File: config.mk
export PLATFORM = sky130hd
export DESIGN_NAME = grc_ram
export DESIGN_NICKNAME = d
export VERILOG_FILES = /design/src/rtl/grc_ram.sv
export SDC_FILE = /design/constraint.sdc
export NUM_CORES = 2
export LEC_CHECK = 0
export ABC_AREA = 1
export BUFFER_PORTS_ARGS = -buffer_cell sky130_fd_sc_hd__buf_2
export CORE_MARGIN = 5
export CORE_UTILIZATION = 35
export DETAILED_ROUTE_END_ITERATION = 12
export PLACE_DENSITY = 0.55
export SETUP_SLACK_MARGIN = 0.1
export SLEW_MARGIN = 25
export SYNTH_ARGS = -nofsm -noshare
export SYNTH_HDL_FRONTEND = slang
export SYNTH_SLANG_ARGS = --single-unit
export TNS_END_PERCENT = 20
File: constraint.sdc
create_clock -name clk -period 2.4 [get_ports clk]
set_input_delay 0.12 -clock clk [delete_from_list [all_inputs] [get_ports clk]]
set_output_delay 0.12 -clock clk [all_outputs]
set_load 0.03 [all_outputs]
File: src/rtl/grc_ram.sv
// ----------------------------------------------------------------------------
// grc_ram
// generic single-port-write, single-port-read ram with registered read
// ----------------------------------------------------------------------------
module grc_ram #(
  parameter int WIDTH = 4,
  parameter int DEPTH = 1024
) (
  input  logic                     clk,
  input  logic                     we,
  input  logic [$clog2(DEPTH)-1:0] waddr,
  input  logic [WIDTH-1:0]         wdata,
  input  logic [$clog2(DEPTH)-1:0] raddr,
  output logic [WIDTH-1:0]         rdata
);

  logic [WIDTH-1:0] mem [DEPTH];

  always_ff @(posedge clk) begin
    if (we) begin
      mem[waddr] <= wdata;
    end
    rdata <= mem[raddr];
  end

endmodule

==> run summary <==
worst-path fanout max = 30
async set or reset register ratio after synthesis = 0
GRT Residual Overflow = 0
Placer Congestion = 0.841
Die Area = 498000 um2
r2r setup slk = 0.17 ns
hold path depth = 7
Yosys warning count = 0
Ports = 30
Max IR drop VDD = 0.631 mV
final hold vios = 0
Seq/Total Area, Yosys = 0.727
CORE AREA = 482000 um2
Area Overhead vs Synth = 16.5%
clk_lat worst skew = 1.02 ns
max_slew headroom = 0.425
post-route minimum period = 2.30 ns
synthesized area = 169000 um2
Tcrit/Tclk final = 0.957
Fillers = 45000
clk slew on worst S/H paths = 0.06 ns
biggest area consumer among synthesized cells = edfxtp_1
H-tree Lvls = 5
pin count of the biggest net entering global routing = 112
most used cell, CP = nor2_1
max incr delay on CP = 0.59 ns
FF-to-FF Start = mem[102][1]
Post-DP HPWL = 314000 um
Placed Cells incl. Taps = 20900
arrival time at the worst endpoint = 2.96 ns
slowest CP cell = dlygate4sd3_1
Row Count = 255
port buffer count = 29
CTS Root Cell = clkbuf_16
final std cells w/o fill = 21700
worst-case reg-to-reg path depth = 14
initial antenna violation count = 46
share of the synthesized area in the top cell type = 0.727
P_leak = 0.0682 uW
synthesized net count = 14600
Startpoint Class = input pin
chip height = 705 um
Reg area = 123000 um2
vias in the first global route = 111000
setup violators final = 0
most numerous cell in the Yosys netlist = nand2_1
Routed Wire Length = 516000 um
first-iteration detailed-routing DRC count = 12700
capturing point of the worst reg2reg path = rdata[1]
drt wl/cell = 23.8 um
start point of the worst min-delay path = raddr[7]
first-pass GRT wire length = 752000 um
CTS tree = built
post-DR vias/cell = 5.26
Synth Area per Inst = 11.6 um2
Synth area leaders = edfxtp_1 73%, nand3_1 12%, nand2_1 9.3%
Sink Count = 4100
hold endpoint = rdata[3]
Hold/Removal Path Class = input pin to flip-flop
Post-synth EDFFs = 4096
buffer depth of the longest clock path = 4
Post-CTS Setup Inserts = 0
multi-input logic area = 40600 um2
Max Fclk = 0.435 GHz
Slew Limit Fails = 0
DRC viols = 0
max-cap violations = 0
Crit path required time = 3.07 ns
total power = 155000 uW
RSZ-0062 raised after global routing = true
layout cell share with drive strength beyond 1 = 0.109
worst-path cell chain = dlygate4sd3_1 -> buf_2 -> nor2_1 -> dlygate4sd3_1 -> inv_1 -> nor2_1 -> nand2_4 -> buf_12 -> nor2_1
Synth Instances = 14600
TritonCTS Buffers = 429
Final ANT Viol Nets = 0
total global-route track usage = 0.201
Crit Path Class = input pin to flip-flop
Critical Path Sink Type = flip-flop
Cell Pwr Density = 788 nW/um2
Worst Tran Pin Value = 0.863 ns
Synth cell types = 18
detailed-route via count = 114000
DRT Pass-1 Iters = 7
Synth Flop Type = edfxtp_1
Worst Skew = 0.0593 ns
status = completed
#FFs+latches synth = 4100
Starting Density = 0.351
Nets = 14900
die width = 705 um
Synth top cells by count = 4178 x nand2_1, 4096 x edfxtp_1, 4086 x nand3_1, 1040 x nor2_1, 481 x buf_2
cells by family (layout without fill, tap and decap cells):
group	after synthesis	after routing	share of synthesized area
AND/OR/NAND/NOR	9335	9335	0.238
buffers and inverters	1144	1819	0.0353
other	0	29	0
flip-flops	4100	4100	0.727
power breakdown:
part,total (uW),switching (uW),internal (uW)
Sequential,78900,56.6,78800
Combinational,10200,7140,3070
Clock,66400,28000,38400
critical path: cells and delay by family:
kind                   cells  cell delay [ns]
AND/OR/NAND/NOR            4             0.88
buffers and inverters      5             1.77
state kept, by name, indices dropped and copies added (netlist names):
register,flops
rdata,4
mem,4096
timing repair:
action	4_1_cts	5_1_grt
hold buffers	16	0
resized for setup	5	37
endpoints found under the hold margin	3302	0
endpoints found under the setup margin	3	118
pin swaps	0	1
layout by cell type, fill, tap and decap left out:
cell / Yosys / routed
buf_12: 1 / 305
buf_2: 481 / 19
buf_4: 157 / 645
buf_8: 1 / 7
bufinv_16: 0 / 50
clkbuf_1: 243 / 77
clkbuf_16: 0 / 432
clkbuf_8: 0 / 4
clkinv_1: 2 / 102
clkinv_16: 0 / 6
clkinv_2: 0 / 83
clkinv_4: 0 / 5
clkinv_8: 0 / 4
clkinvlp_4: 0 / 14
dfxtp_1: 4 / 4
diode_2: 0 / 29
dlygate4sd3_1: 0 / 16
edfxtp_1: 4096 / 4096
inv_1: 38 / 34
inv_16: 0 / 5
inv_2: 2 / 2
inv_4: 2 / 1
inv_6: 0 / 5
inv_8: 0 / 3
nand2_1: 4178 / 4156
nand2_4: 0 / 22
nand3_1: 4086 / 4067
nand3_2: 0 / 16
nand3_4: 0 / 3
nand4_1: 7 / 7
nor2_1: 1040 / 1012
nor2_2: 0 / 28
nor3_1: 24 / 24
layout make-up:
type	instances	area share
Timing Repair Buffer	993	0.0574
Tap cell	6425	0.0408
Multi-Input combinational cell	9335	0.206
Clock inverter	270	0.0141
Inverter	44	0.00113
Antenna cell	29	0.000368
Clock buffer	512	0.0565
Sequential cell	4100	0.624
layer usage:
| layer | global-route usage | part of all wire | wire length (um) |
|---|---|---|---|
| met5 | 0 | 0.000080 | 41 |
| met3 | 0.0278 | 0.075 | 38500 |
| met1 | 0.277 | 0.42 | 216000 |
| met4 | 0.0605 | 0.030 | 15300 |
| met2 | 0.332 | 0.48 | 246000 |
metrics by stage:
step | setup TNS [ns] | area [um2] | setup WS (ns) | hold slack (ns) | util
5_1_grt | 0 | 197000 | 0.0664 | 0.0688 | 0.409
6_report | 0 | 197000 | 0.102 | 0.0898 | 0.409
2_1_floorplan | 0 | 169000 | 0.541 | 0.219 | -
4_1_cts | 0 | 197000 | 0.0906 | 0.0351 | 0.409
3_3_place_gp | -2.64 | 183000 | -0.695 | 0.551 | 0.379
3_5_place_dp | -2.54 | 183000 | -0.648 | 0.540 | 0.379
worst max-delay path by stage:
stage                startpoint          end  cells past startpoint
detailed placement     raddr[1]     rdata[2]                     16
global route        mem[529][2]     rdata[2]                     14
global placement       raddr[1]     rdata[0]                     16
finish                 waddr[1]  mem[352][0]                      9
floorplan              waddr[2]  mem[443][0]                      8
CTS                 mem[625][2]     rdata[2]                     13
(Power assumes the default switching activity.)
