### src/rtl/grc_pkg.sv
// ----------------------------------------------------------------------------
// grc_pkg
// shared constants, types and codes of the grid raycaster
// ----------------------------------------------------------------------------
package grc_pkg;

  localparam int MAP_DIM_DEF       = 32;
  localparam int SCREEN_WIDTH_DEF  = 640;
  localparam int SCREEN_HEIGHT_DEF = 480;
  localparam int MAX_STEPS_DEF     = 64;

  localparam int CELL_W  = 4;
  localparam int REG_W   = 10;
  localparam int POS_W   = 13;
  localparam int COL_W   = 10;
  localparam int SPAN_W  = 10;
  // ray component magnitude: |dir*W + plane*cam| < 2^21
  localparam int RAY_W   = 21;
  // side distance numerator, up to 256 + 256*256
  localparam int DIST_W  = 17;
  localparam int PROD_W  = RAY_W + DIST_W;

  localparam logic [1:0] REG_DIR_X   = 2'd0;
  localparam logic [1:0] REG_DIR_Y   = 2'd1;
  localparam logic [1:0] REG_PLANE_X = 2'd2;
  localparam logic [1:0] REG_PLANE_Y = 2'd3;

  localparam logic REQ_WRITE = 1'b0;
  localparam logic REQ_CAST  = 1'b1;

  typedef enum logic [3:0] {
    ST_CLEAR, ST_IDLE, ST_RAY_X, ST_RAY_Y, ST_CMP, ST_STEP, ST_READ,
    ST_TEST, ST_DIV_SETUP, ST_DIV, ST_SPAN, ST_OUT
  } grc_state_t;

  // status from the divider to the sequencer
  typedef struct packed {
    logic busy;
    logic done;
  } grc_div_stat_t;

endpackage

### src/rtl/grc_div.sv
// ----------------------------------------------------------------------------
// grc_div
// restoring divider, one quotient bit per cycle
// ----------------------------------------------------------------------------
module grc_div
  import grc_pkg::*;
#(
  parameter int NUM_W = 32,
  parameter int DEN_W = 32
) (
  input  logic             clk,
  input  logic             rst_n,
  input  logic             start,
  input  logic [NUM_W-1:0] num,
  input  logic [DEN_W-1:0] den,
  output logic [NUM_W-1:0] quo,
  output grc_div_stat_t    stat
);

  localparam int CNT_W = $clog2(NUM_W + 1);

  logic [NUM_W-1:0] quo_r, quo_nxt;
  logic [DEN_W:0]   rem_r, rem_nxt;
  logic [DEN_W-1:0] den_r, den_nxt;
  logic [CNT_W-1:0] cnt_r, cnt_nxt;
  logic             busy_r, busy_nxt;
  logic             done_r, done_nxt;
  logic [DEN_W:0]   trial;

  always_comb begin
    quo_nxt  = quo_r;
    rem_nxt  = rem_r;
    den_nxt  = den_r;
    cnt_nxt  = cnt_r;
    busy_nxt = busy_r;
    done_nxt = 1'b0;
    trial    = {rem_r[DEN_W-1:0], quo_r[NUM_W-1]};
    if (start) begin
      quo_nxt  = num;
      rem_nxt  = '0;
      den_nxt  = den;
      cnt_nxt  = CNT_W'(NUM_W);
      busy_nxt = 1'b1;
    end else if (busy_r) begin
      if (trial >= {1'b0, den_r}) begin
        rem_nxt = trial - {1'b0, den_r};
        quo_nxt = {quo_r[NUM_W-2:0], 1'b1};
      end else begin
        rem_nxt = trial;
        quo_nxt = {quo_r[NUM_W-2:0], 1'b0};
      end
      cnt_nxt = cnt_r - 1'b1;
      if (cnt_r == CNT_W'(1)) begin
        busy_nxt = 1'b0;
        done_nxt = 1'b1;
      end
    end
  end

  always_ff @(posedge clk) begin
    if (!rst_n) begin
      busy_r <= 1'b0;
      done_r <= 1'b0;
      cnt_r  <= '0;
    end else begin
      busy_r <= busy_nxt;
      done_r <= done_nxt;
      cnt_r  <= cnt_nxt;
    end
    quo_r <= quo_nxt;
    rem_r <= rem_nxt;
    den_r <= den_nxt;
  end

  assign quo       = quo_r;
  assign stat.busy = busy_r;
  assign stat.done = done_r;

endmodule

### config.mk
export PLATFORM = sky130hd
export DESIGN_NAME = grc_div
export DESIGN_NICKNAME = d
export VERILOG_FILES = /design/src/rtl/grc_pkg.sv /design/src/rtl/grc_div.sv
export SDC_FILE = /design/constraint.sdc
export NUM_CORES = 1
export LEC_CHECK = 0
export BUFFER_PORTS_ARGS = -buffer_cell sky130_fd_sc_hd__buf_2
export CELL_PAD_IN_SITES_DETAIL_PLACEMENT = 0
export CELL_PAD_IN_SITES_GLOBAL_PLACEMENT = 2
export CORE_MARGIN = 3
export CORE_UTILIZATION = 39
export DETAILED_ROUTE_END_ITERATION = 16
export HOLD_SLACK_MARGIN = 0.03
export MAX_ROUTING_LAYER = met4
export PLACE_DENSITY_LB_ADDON = 0.05
export SLEW_MARGIN = 20
export SYNTH_ARGS = -nofsm -noshare
export SYNTH_HDL_FRONTEND = slang
export SYNTH_SLANG_ARGS = --single-unit
### constraint.sdc
create_clock -name clk -period 4.3 [get_ports clk]
set_input_delay 0.645 -clock clk [delete_from_list [all_inputs] [get_ports clk]]
set_output_delay 0.645 -clock clk [all_outputs]
set_load 0.01 [all_outputs]
==> impl_metrics.env, run 1 <==
export IMPL_hold_slack_ps=454
export IMPL_holdBufCountCts=0
export IMPL_crit_fanout=6
export IMPL_drive_gt1_share_pct=24.9
export IMPL_initial_core_util_pct=40.6
export IMPL_drt_total_wl_um=13600
export IMPL_power_share_clock_pct=30.8
export IMPL_clk_pin_slew_ps=80
export IMPL_port_buffer_count=100
export IMPL_core_um2=14900
export IMPL_vias_per_cell=5.27
export IMPL_swShare_pct=30.9
export IMPL_cts_root_buf="clkbuf_16"
export IMPL_crit_path_start="quo[31]"
export IMPL_ctsLongestPathBuffers=2
export IMPL_grt_setup_unrepaired="false"
export IMPL_clock_skew_ps=6.38
export IMPL_gp_congestion=0.844
export IMPL_cts_sinks=104
export IMPL_rows=44
export IMPL_hp_class="in -> reg"
export IMPL_grt_ovfl_total=0
export IMPL_antenna_cells=0
export IMPL_io_pins=101
export IMPL_start_kind="register"
export IMPL_cap_violations=0
export IMPL_syn_nets=685
export IMPL_areaGrowthSynthToFinish_pct=15.1
export IMPL_ys_seq_area_share_pct=45.1
export IMPL_min_from="den[16]"
export IMPL_p_seq_share_pct=43.2
export IMPL_clkLatencyLatePin_ps=360
export IMPL_mappedNetlistArea_um2=6040
export IMPL_endpoint_kind="register"
export IMPL_grt_pass1_wl_um=22200
export IMPL_r2r_start="quo[31]"
export IMPL_cts_resized=0
export IMPL_arrival_ps=3510
export IMPL_outcome="finished, final reports clean"
export IMPL_tightest_slew_ps=754
export IMPL_cts_setup_buffers=0
export IMPL_layout_min_cycle_time_ps=3240
export IMPL_p_switching_uw=869
export IMPL_grt_pass1_vias=4510
export IMPL_synth_edf_count=64
export IMPL_hold_viol=0
export IMPL_ant_nets=0
export IMPL_critPathKind="reg -> reg"
export IMPL_die_y_um=130
export IMPL_ys_ff_latch=104
export IMPL_slew_headroom_pct=49.7
export IMPL_vias=4543
export IMPL_internal_power_mw=1.94
export IMPL_post_route_period_util_pct=75.3
export IMPL_ir_drop_uv=210
export IMPL_dp_hpwl_um=10100
export IMPL_max_clock_freq_mhz=309
export IMPL_globalRouteTotalUtil_pct=16.8
export IMPL_power_per_cell_area_nw_per_um2=405
export IMPL_synth_warnings=0
export IMPL_die_area_um2=17000
export IMPL_slew_viol_final=0
export IMPL_synthCells=583
export IMPL_p_comb_share_pct=26.0
export IMPL_dr_pass1_iters=4
export IMPL_grt_antenna_before_repair=0
export IMPL_fin_tns_setup_ps=0
export IMPL_wl_per_cell_um=15.8
export IMPL_num_nets_final=775
export IMPL_synth_main_ff_cell="edfxtp_1"
export IMPL_synth_cell_type_count=66
export IMPL_cts_tree="done"
export IMPL_fillers=1427
export IMPL_worstPathRequired_ps=4570
export IMPL_htree_num_levels=3
export IMPL_synthArstFlopShare_pct=0
export IMPL_grt_max_degree=64
export IMPL_syn_area_per_cell_um2=10.4
export IMPL_die_w_um=130
export IMPL_finalSetupViolations=0
export IMPL_power_leakage_nw=2.89
export IMPL_cts_buffers=9
export IMPL_drtIter0Drc=201
export IMPL_drc=0
export IMPL_total_power_mw=2.81
## critical path, cell delays in order, from the launching register on
cell and delay (ps):
edfxtp_1 360, inv_1 50, ha_1 210, fa_1 380, nor2b_1 200, o31a_1 220, a41oi_2 230, o311ai_1 460
a21oi_1 190, a21oi_1 280, mux2i_1 220, o21ai_1 90, a311oi_1 250
## worst paths after layout
check	end	slack (ps)	depth (start not counted)
worst max-delay path	rem_r[30]	1060	12
worst min-delay path	den_r[16]	450	1
worst max register to register	rem_r[30]	1060	12
worst min register to register	cnt_r[0]	500	2
## cells in the mapped netlist, drive strengths merged (20+ instances only)
cell,number,area share [%]
a211oi,27,3.4
a21oi,35,3.0
dfxtp,40,13
edfxtp,64,32
ha,34,7.0
inv,43,2.7
mux2,33,6.2
mux2i,20,3.3
nand2,40,2.5
nor2,57,3.5
o21ai,21,1.7
## cell type report
type,count,area [um2],share of cell area [%]
Sequential cell,104,2720,39.2
Multi-Input combinational cell,408,2970,42.7
Tap cell,184,230,3.31
Timing Repair Buffer,107,556,7.99
Inverter,43,161,2.32
Clock inverter,6,83.8,1.21
Clock buffer,10,229,3.29
## stage by stage
stage	cells	setup WS (ps)	utilization, %	area [um2]
2_1_floorplan	583	1450	-	6040
3_3_place_gp	846	1140	44.6	6640
3_5_place_dp	846	1040	44.6	6640
4_1_cts	862	1020	46.8	6950
5_1_grt	862	757	46.8	6950
6_report	862	1060	46.8	6950
## power by group through the flow
stage	clock [mW]	combinational (mW)	sequential [mW]
2_1_floorplan	0	0.553	1.24
3_3_place_gp	0	0.735	1.23
3_5_place_dp	0	0.734	1.24
4_1_cts	0.906	0.738	1.22
5_1_grt	0.939	0.821	1.23
6_report	0.867	0.730	1.21
## state kept, by name, indices dropped and copies added, names as in the netlist
register,count
rem_r,32
busy_r,1
cnt_r,6
quo,32
den_r,32
done_r,1
## cell families after synthesis
logic type / count (synthesis) / share of synthesized area (%)
buffers and inverters: 71 / 5.80
flip-flops: 104 / 45.1
XOR/XNOR: 26 / 3.77
adder cells (fa/ha/maj): 35 / 7.38
AO/OA/AOI/OAI: 147 / 17.1
multiplexers: 53 / 9.47
AND/OR/NAND/NOR: 147 / 11.4
## metal layers
metal	global-route usage [%]	part of all wire, %
met5	-	0
met4	4.30	1.3
met3	4.72	4.6
met2	25.2	45
met1	22.6	49
## placed cells by master, fill, tap and decap left out, drive strengths merged, types with 4 or more instances in the layout
cell type and instances:
nand2b 5, nand3 6, clkbuf 10, o21ai 21, ha 34, edfxtp 64
a21oi 35, nand2 40, nor2 57, nor3 12, xor2 9, or3 4
mux2 33, nand4 9, o21bai 4, o311ai 5, inv 47, o22ai 4
a211oi 27, o21a 6, buf 107, mux2i 20, dfxtp 40, xnor2 17
a21o 13, a311oi 7
(Power assumes the default switching activity.)
==> run 2: changes to the inputs <==
Settings changed: CORE_UTILIZATION 39 to 33.
Clock period 4.3 ns to 2.85 ns, I/O delays scaled along.
==> run 2 against run 1 <==
Effect of this change: worst hold slack got worse by 220 ps; critical path depth increased by 1; die area increased by 17%; clock skew increased by 5.3 ps; first-iteration DRC count increased by 31%; clock-buffer cell count decreased by 1; routed wire length increased by 10%; largest cell class unchanged; critical path type unchanged; fmax increased by 19%; cell count increased by 9.2%; sequential power increased by 51%.
==> impl_metrics.env, run 2 (same netlist as run 1, synthesis figures left out) <==
export IMPL_ir_drop_uv=313
export IMPL_regToRegEndpoint="rem_r[24]"
export IMPL_vias_per_cell=5.11
export IMPL_drtIter0Drc=263
export IMPL_finalNonFillerCells=941
export IMPL_post_route_period_util_pct=95.2
export IMPL_holdPathEnd="den_r[3]"
export IMPL_rows=48
export IMPL_drive_gt1_share_pct=33.4
export IMPL_fin_tns_setup_ps=0
export IMPL_drt_total_wl_um=15000
export IMPL_finalSetupViolations=0
export IMPL_gp_congestion=0.797
export IMPL_grt_setup_unrepaired="true"
export IMPL_power_leakage_nw=3.11
export IMPL_wl_per_cell_um=16.0
export IMPL_clock_skew_ps=11.7
export IMPL_initial_core_util_pct=34.3
export IMPL_vias=4804
export IMPL_power_per_cell_area_nw_per_um2=588
export IMPL_critPathKind="reg -> reg"
export IMPL_min_from="den[3]"
export IMPL_cts_buffers=9
export IMPL_grt_pass1_wl_um=24700
export IMPL_cts_sinks=104
export IMPL_die_area_um2=20000
export IMPL_fin_util_pct=42.6
export IMPL_final_cell_mix="99 x buf_2, 64 x edfxtp_1, 56 x nor2_1"
export IMPL_fillers=1729
export IMPL_multi_input_area_um2=3160
export IMPL_max_clock_freq_mhz=368
export IMPL_grt_antenna_before_repair=0
export IMPL_num_nets_final=813
export IMPL_die_w_um=141
export IMPL_die_y_um=141
export IMPL_layout_min_cycle_time_ps=2710
export IMPL_io_pins=101
export IMPL_antenna_cells=0
export IMPL_clkLatencyLatePin_ps=360
export IMPL_dp_hpwl_um=11100
export IMPL_slew_headroom_pct=70.2
export IMPL_ant_nets=0
export IMPL_port_buffer_count=100
export IMPL_grt_ovfl_total=0
export IMPL_drc=0
export IMPL_cts_tree="done"
export IMPL_place_inst=920
export IMPL_crit_fanout=5
export IMPL_clk_pin_slew_ps=80
export IMPL_start_kind="register"
export IMPL_total_power_mw=4.40
export IMPL_dr_pass1_iters=4
export IMPL_regArea_um2=2720
export IMPL_hp_class="in -> reg"
export IMPL_hold_depth=1
export IMPL_grt_pass1_vias=4842
export IMPL_areaGrowthSynthToFinish_pct=24.1
export IMPL_core_um2=17600
export IMPL_htree_num_levels=3
export IMPL_rrSetupSlack_ps=140
export IMPL_grt_max_degree=36
export IMPL_globalRouteTotalUtil_pct=15.6
export IMPL_ctsLongestPathBuffers=2
export IMPL_hold_viol=0
export IMPL_worstPathRequired_ps=3100
export IMPL_slew_viol_final=0
export IMPL_tightest_slew_ps=447
export IMPL_endpoint_kind="register"
export IMPL_outcome="finished, final reports clean"
export IMPL_arrival_ps=2960
export IMPL_r2r_cells=13
export IMPL_cts_root_buf="clkbuf_16"
export IMPL_r2r_start="quo[31]"
export IMPL_final_common_cell="buf_2"
export IMPL_cap_violations=0
## run 2: worst max path at each step
stage	startpoint	to	cells after the start
2_1_floorplan	quo[31]	rem_r[28]	12
6_report	quo[31]	rem_r[24]	13
3_3_place_gp	quo[31]	rem_r[28]	12
3_5_place_dp	quo[31]	rem_r[30]	12
4_1_cts	quo[31]	rem_r[30]	12
5_1_grt	den_r[6]	rem_r[31]	11
## run 2: area by class of cell
class                   instances  area share [%]
clock buffers                   9            3.01
clock inverters                 7           0.968
inverters                      43            2.15
multi-input cells             408            42.2
flip-flops and latches        104            36.3
well taps                     225            3.76
repair buffers                145            11.6
## run 2: power breakdown
part | internal [mW] | leakage [nW] | switching, mW
combinational | 0.609 | 2.00 | 0.710
sequential | 1.75 | 0.965 | 0.0776
clock | 0.620 | 0.143 | 0.637
total | 2.98 | 3.11 | 1.42
## run 2: repair_timing
action	4_1_cts	5_1_grt
hold buffers	0	0
endpoints found under the setup margin	6	32
gates cloned	0	0
resized for setup	5	34
setup buffers	0	5
pin swaps	2	7
## run 2: stage by stage
stage	area, um2	setup WS [ps]	hold WS, ps
after floorplan	6040	49.8	463
after global placement	6960	-17.0	477
after detailed placement	6960	-158	489
after CTS	7290	-5.10	214
after global routing	7490	-40.4	215
final	7490	136	234
## run 2: critical path: stages (launching register included)
cell      delay (ps)
edfxtp_1         390
inv_1             70
ha_2             180
fa_2             200
nor2b_2           50
o31a_1           270
a41oi_2          250
buf_6            180
o22ai_2           90
or2_4            270
o21bai_2         130
xor2_1           150
nor3_1            60
a311o_1          310
## run 2: routing by layer
layer	GRT usage, %	vias up	part of all wire [%]	wire [um]
met5	-	-	0	0
met4	3.26	0	0.89	134
met3	3.81	9	4.6	687
met2	23.2	107	46	6890
met1	21.8	2279	49	7330
li1	-	2409	-	-
==> run 3: changes to the inputs <==
Settings changed: ABC_AREA from default to 1, CORE_ASPECT_RATIO from default to 1.2, CORE_UTILIZATION 33 to 29, SLEW_MARGIN 20 to 40.
==> run 3 against run 2 <==
Effect of this change: clock skew up 3.6 ps; synthesized cell count up 72%; clock power up 4%; sequential power down 4%; largest cell class unchanged; worst hold slack worse by 6.7 ps; largest power group unchanged; routed wire length up 42%; non-clock buffer count down 29; critical path type unchanged; first-iteration DRC count down 9.1%; utilization down 7.8 points.
==> impl_metrics.env, run 3 <==
export IMPL_ys_seq_area_share_pct=39.2
export IMPL_wl_met1_um=9830
export IMPL_globalRouteTotalUtil_pct=17.5
export IMPL_max_clock_freq_mhz=412
export IMPL_num_nets_final=1208
export IMPL_gp_congestion=0.911
export IMPL_dp_hpwl_um=16700
export IMPL_port_buffer_count=100
export IMPL_clkLatencyLatePin_ps=370
export IMPL_clk_pin_slew_ps=90
export IMPL_finalNonFillerCells=1426
export IMPL_finalSetupViolations=0
export IMPL_die_y_um=175
export IMPL_areaGrowthSynthToFinish_pct=17.0
export IMPL_tightest_slew_ps=610
export IMPL_synth_warnings=0
export IMPL_cp_slowest_stage_delay_ps=390
export IMPL_die_area_um2=25800
export IMPL_route_met3_wl_um=732
export IMPL_layout_min_cycle_time_ps=2420
export IMPL_dr_pass1_iters=4
export IMPL_synth_most_common_cell="nand2_1"
export IMPL_power_leakage_nw=4.34
export IMPL_hold_viol=0
export IMPL_outcome="finished, final reports clean"
export IMPL_final_cell_area_um2=8120
export IMPL_ctsLongestPathBuffers=2
export IMPL_drt_total_wl_um=21300
export IMPL_cap_violations=0
export IMPL_die_w_um=147
export IMPL_crit_fanout=14
export IMPL_vias_per_cell=4.29
export IMPL_critical_path_cell_chain="inv_1 > ha_1 > nand2_1 > nor2_2 > nand2_1 > nor2_2 > nand2_2 > nor2_4 > nor2_4 > buf_4 > nand2_4 > buf_4 > nand3_2 > nand2_1 > nand2_1"
export IMPL_cts_tree="done"
export IMPL_synth_area_leaders="edfxtp_1 28%, nand2_1 22%, dfxtp_1 12%"
export IMPL_initial_core_util_pct=29.7
export IMPL_slew_viol_final=0
export IMPL_grt_pass1_wl_um=34400
export IMPL_cts_buffers=9
export IMPL_syn_nets=1105
export IMPL_grt_antenna_before_repair=0
export IMPL_rows=61
export IMPL_synthCells=1003
export IMPL_synth_top_area_share_pct=27.7
export IMPL_yosys_area_top_type="edfxtp_1"
export IMPL_arrival_ps=2690
export IMPL_final_cell_mix="414 x nand2_1, 183 x inv_1, 100 x buf_2"
export IMPL_min_from="den[16]"
export IMPL_synthArstFlopShare_pct=0
export IMPL_grt_ovfl_total=0
export IMPL_place_area_um2=7800
export IMPL_place_inst=1407
export IMPL_grt_setup_unrepaired="false"
export IMPL_worstPathRequired_ps=3120
export IMPL_slew_headroom_pct=59.4
export IMPL_highest_layer="met4"
export IMPL_hp_class="in -> reg"
export IMPL_drive_gt1_share_pct=14.8
export IMPL_ir_drop_uv=227
export IMPL_synth_edf_count=64
export IMPL_syn_area_per_cell_um2=6.92
export IMPL_synth_main_ff_cell="edfxtp_1"
export IMPL_endpoint_kind="register"
export IMPL_mappedNetlistArea_um2=6940
export IMPL_fin_tns_setup_ps=0
export IMPL_start_kind="register"
export IMPL_post_route_period_util_pct=85.1
export IMPL_antenna_cells=0
export IMPL_final_common_cell="nand2_1"
export IMPL_ant_nets=0
export IMPL_ys_ff_latch=104
export IMPL_crit_path_start="den_r[17]"
export IMPL_cpMostUsedCell="nand2_1"
export IMPL_wl_per_cell_um=15.0
export IMPL_synth_cell_type_count=38
export IMPL_grt_max_degree=50
export IMPL_total_power_mw=3.55
export IMPL_drc=0
export IMPL_cts_root_buf="clkbuf_16"
export IMPL_power_per_cell_area_nw_per_um2=437
export IMPL_io_pins=101
export IMPL_clock_skew_ps=15.2
export IMPL_cts_sinks=104
export IMPL_htree_num_levels=3
export IMPL_wl_met2_um=10400
export IMPL_critPathSlowestCell="ha_1"
export IMPL_r2r_start="den_r[17]"
export IMPL_core_um2=23400
export IMPL_drtIter0Drc=239
export IMPL_critPathKind="reg -> reg"
export IMPL_holdBufCountCts=0
export IMPL_grt_pass1_vias=6428
export IMPL_synth_top_cells_by_count="414 x nand2_1, 184 x inv_1, 73 x nand3_1"
export IMPL_vias=6122
run 3: changes by cell type in the layout (fill, tap and decap cells not counted), moves of 9 or more:
| cell | change |
|---|---|
| nand3_2 | +9 |
| buf_4 | -28 |
| mux2_2 | -32 |
| nand3b_1 | +14 |
| nand3_1 | +67 |
| nand2_1 | +375 |
| mux2i_1 | -19 |
| inv_1 | +140 |
| a21o_1 | -13 |
| nor2_1 | -14 |
| a211oi_1 | -25 |
run 3: cell type report:
type,count,area (um2)
clock buffers,10,229
multi-input cells,688,3370
fillers,2648,15200
flip-flops and latches,104,2720
repair buffers,116,633
inverters,187,702
clock inverters,6,62.6
well taps,315,394
run 3: cells by family (layout without fill, tap and decap cells):
family | after synthesis | after routing | synth area share [%]
AND/OR/NAND/NOR | 594 | 594 | 36.9
buffers and inverters | 211 | 319 | 12.2
adder cells (fa/ha/maj) | 35 | 35 | 6.42
flip-flops | 104 | 104 | 39.2
AO/OA/AOI/OAI | 45 | 45 | 3.53
XOR/XNOR | 14 | 14 | 1.77
run 3: through the flow:
step,worst slack (ps),hold WS (ps),utilization (%)
2_1_floorplan,521,444,-
3_3_place_gp,250,463,33.4
3_5_place_dp,235,459,33.4
4_1_cts,203,217,34.7
5_1_grt,183,212,34.8
6_report,425,228,34.8
run 3: worst max-delay path: cells and delay by family, from the launching register on:
| kind | cells | cell delay [ps] |
|---|---|---|
| adder cells (fa/ha/maj) | 1 | 390 |
| buffers and inverters | 3 | 430 |
| flip-flops | 1 | 340 |
| AND/OR/NAND/NOR | 11 | 1140 |
run 3: final timing paths:
kind	slack, ps	endpoint	depth (start not counted)
min	230	den_r[16]	1
max reg2reg	430	rem_r[25]	15
min reg2reg	470	rem_r[13]	2
max	430	rem_r[25]	15
run 3: repair_timing:
item	4_1_cts	5_1_grt
setup buffers	0	3
endpoints found under the setup margin	0	1
endpoints found under the hold margin	0	0
gates resized for setup	0	0
run 3: where the power goes:
part | internal [mW] | switching, mW | total (mW) | leakage, nW
logic | 0.180 | 0.314 | 0.494 | 3.23
clock network | 0.620 | 0.686 | 1.31 | 0.142
registers | 1.70 | 0.0418 | 1.75 | 0.965
total | 2.50 | 1.04 | 3.55 | 4.34
run 3: metal layers:
metal,global-route usage [%],up-vias
li1,-,3302
met1,21.3,2694
met2,30.2,110
met3,2.92,16
met4,4.20,0
met5,-,-
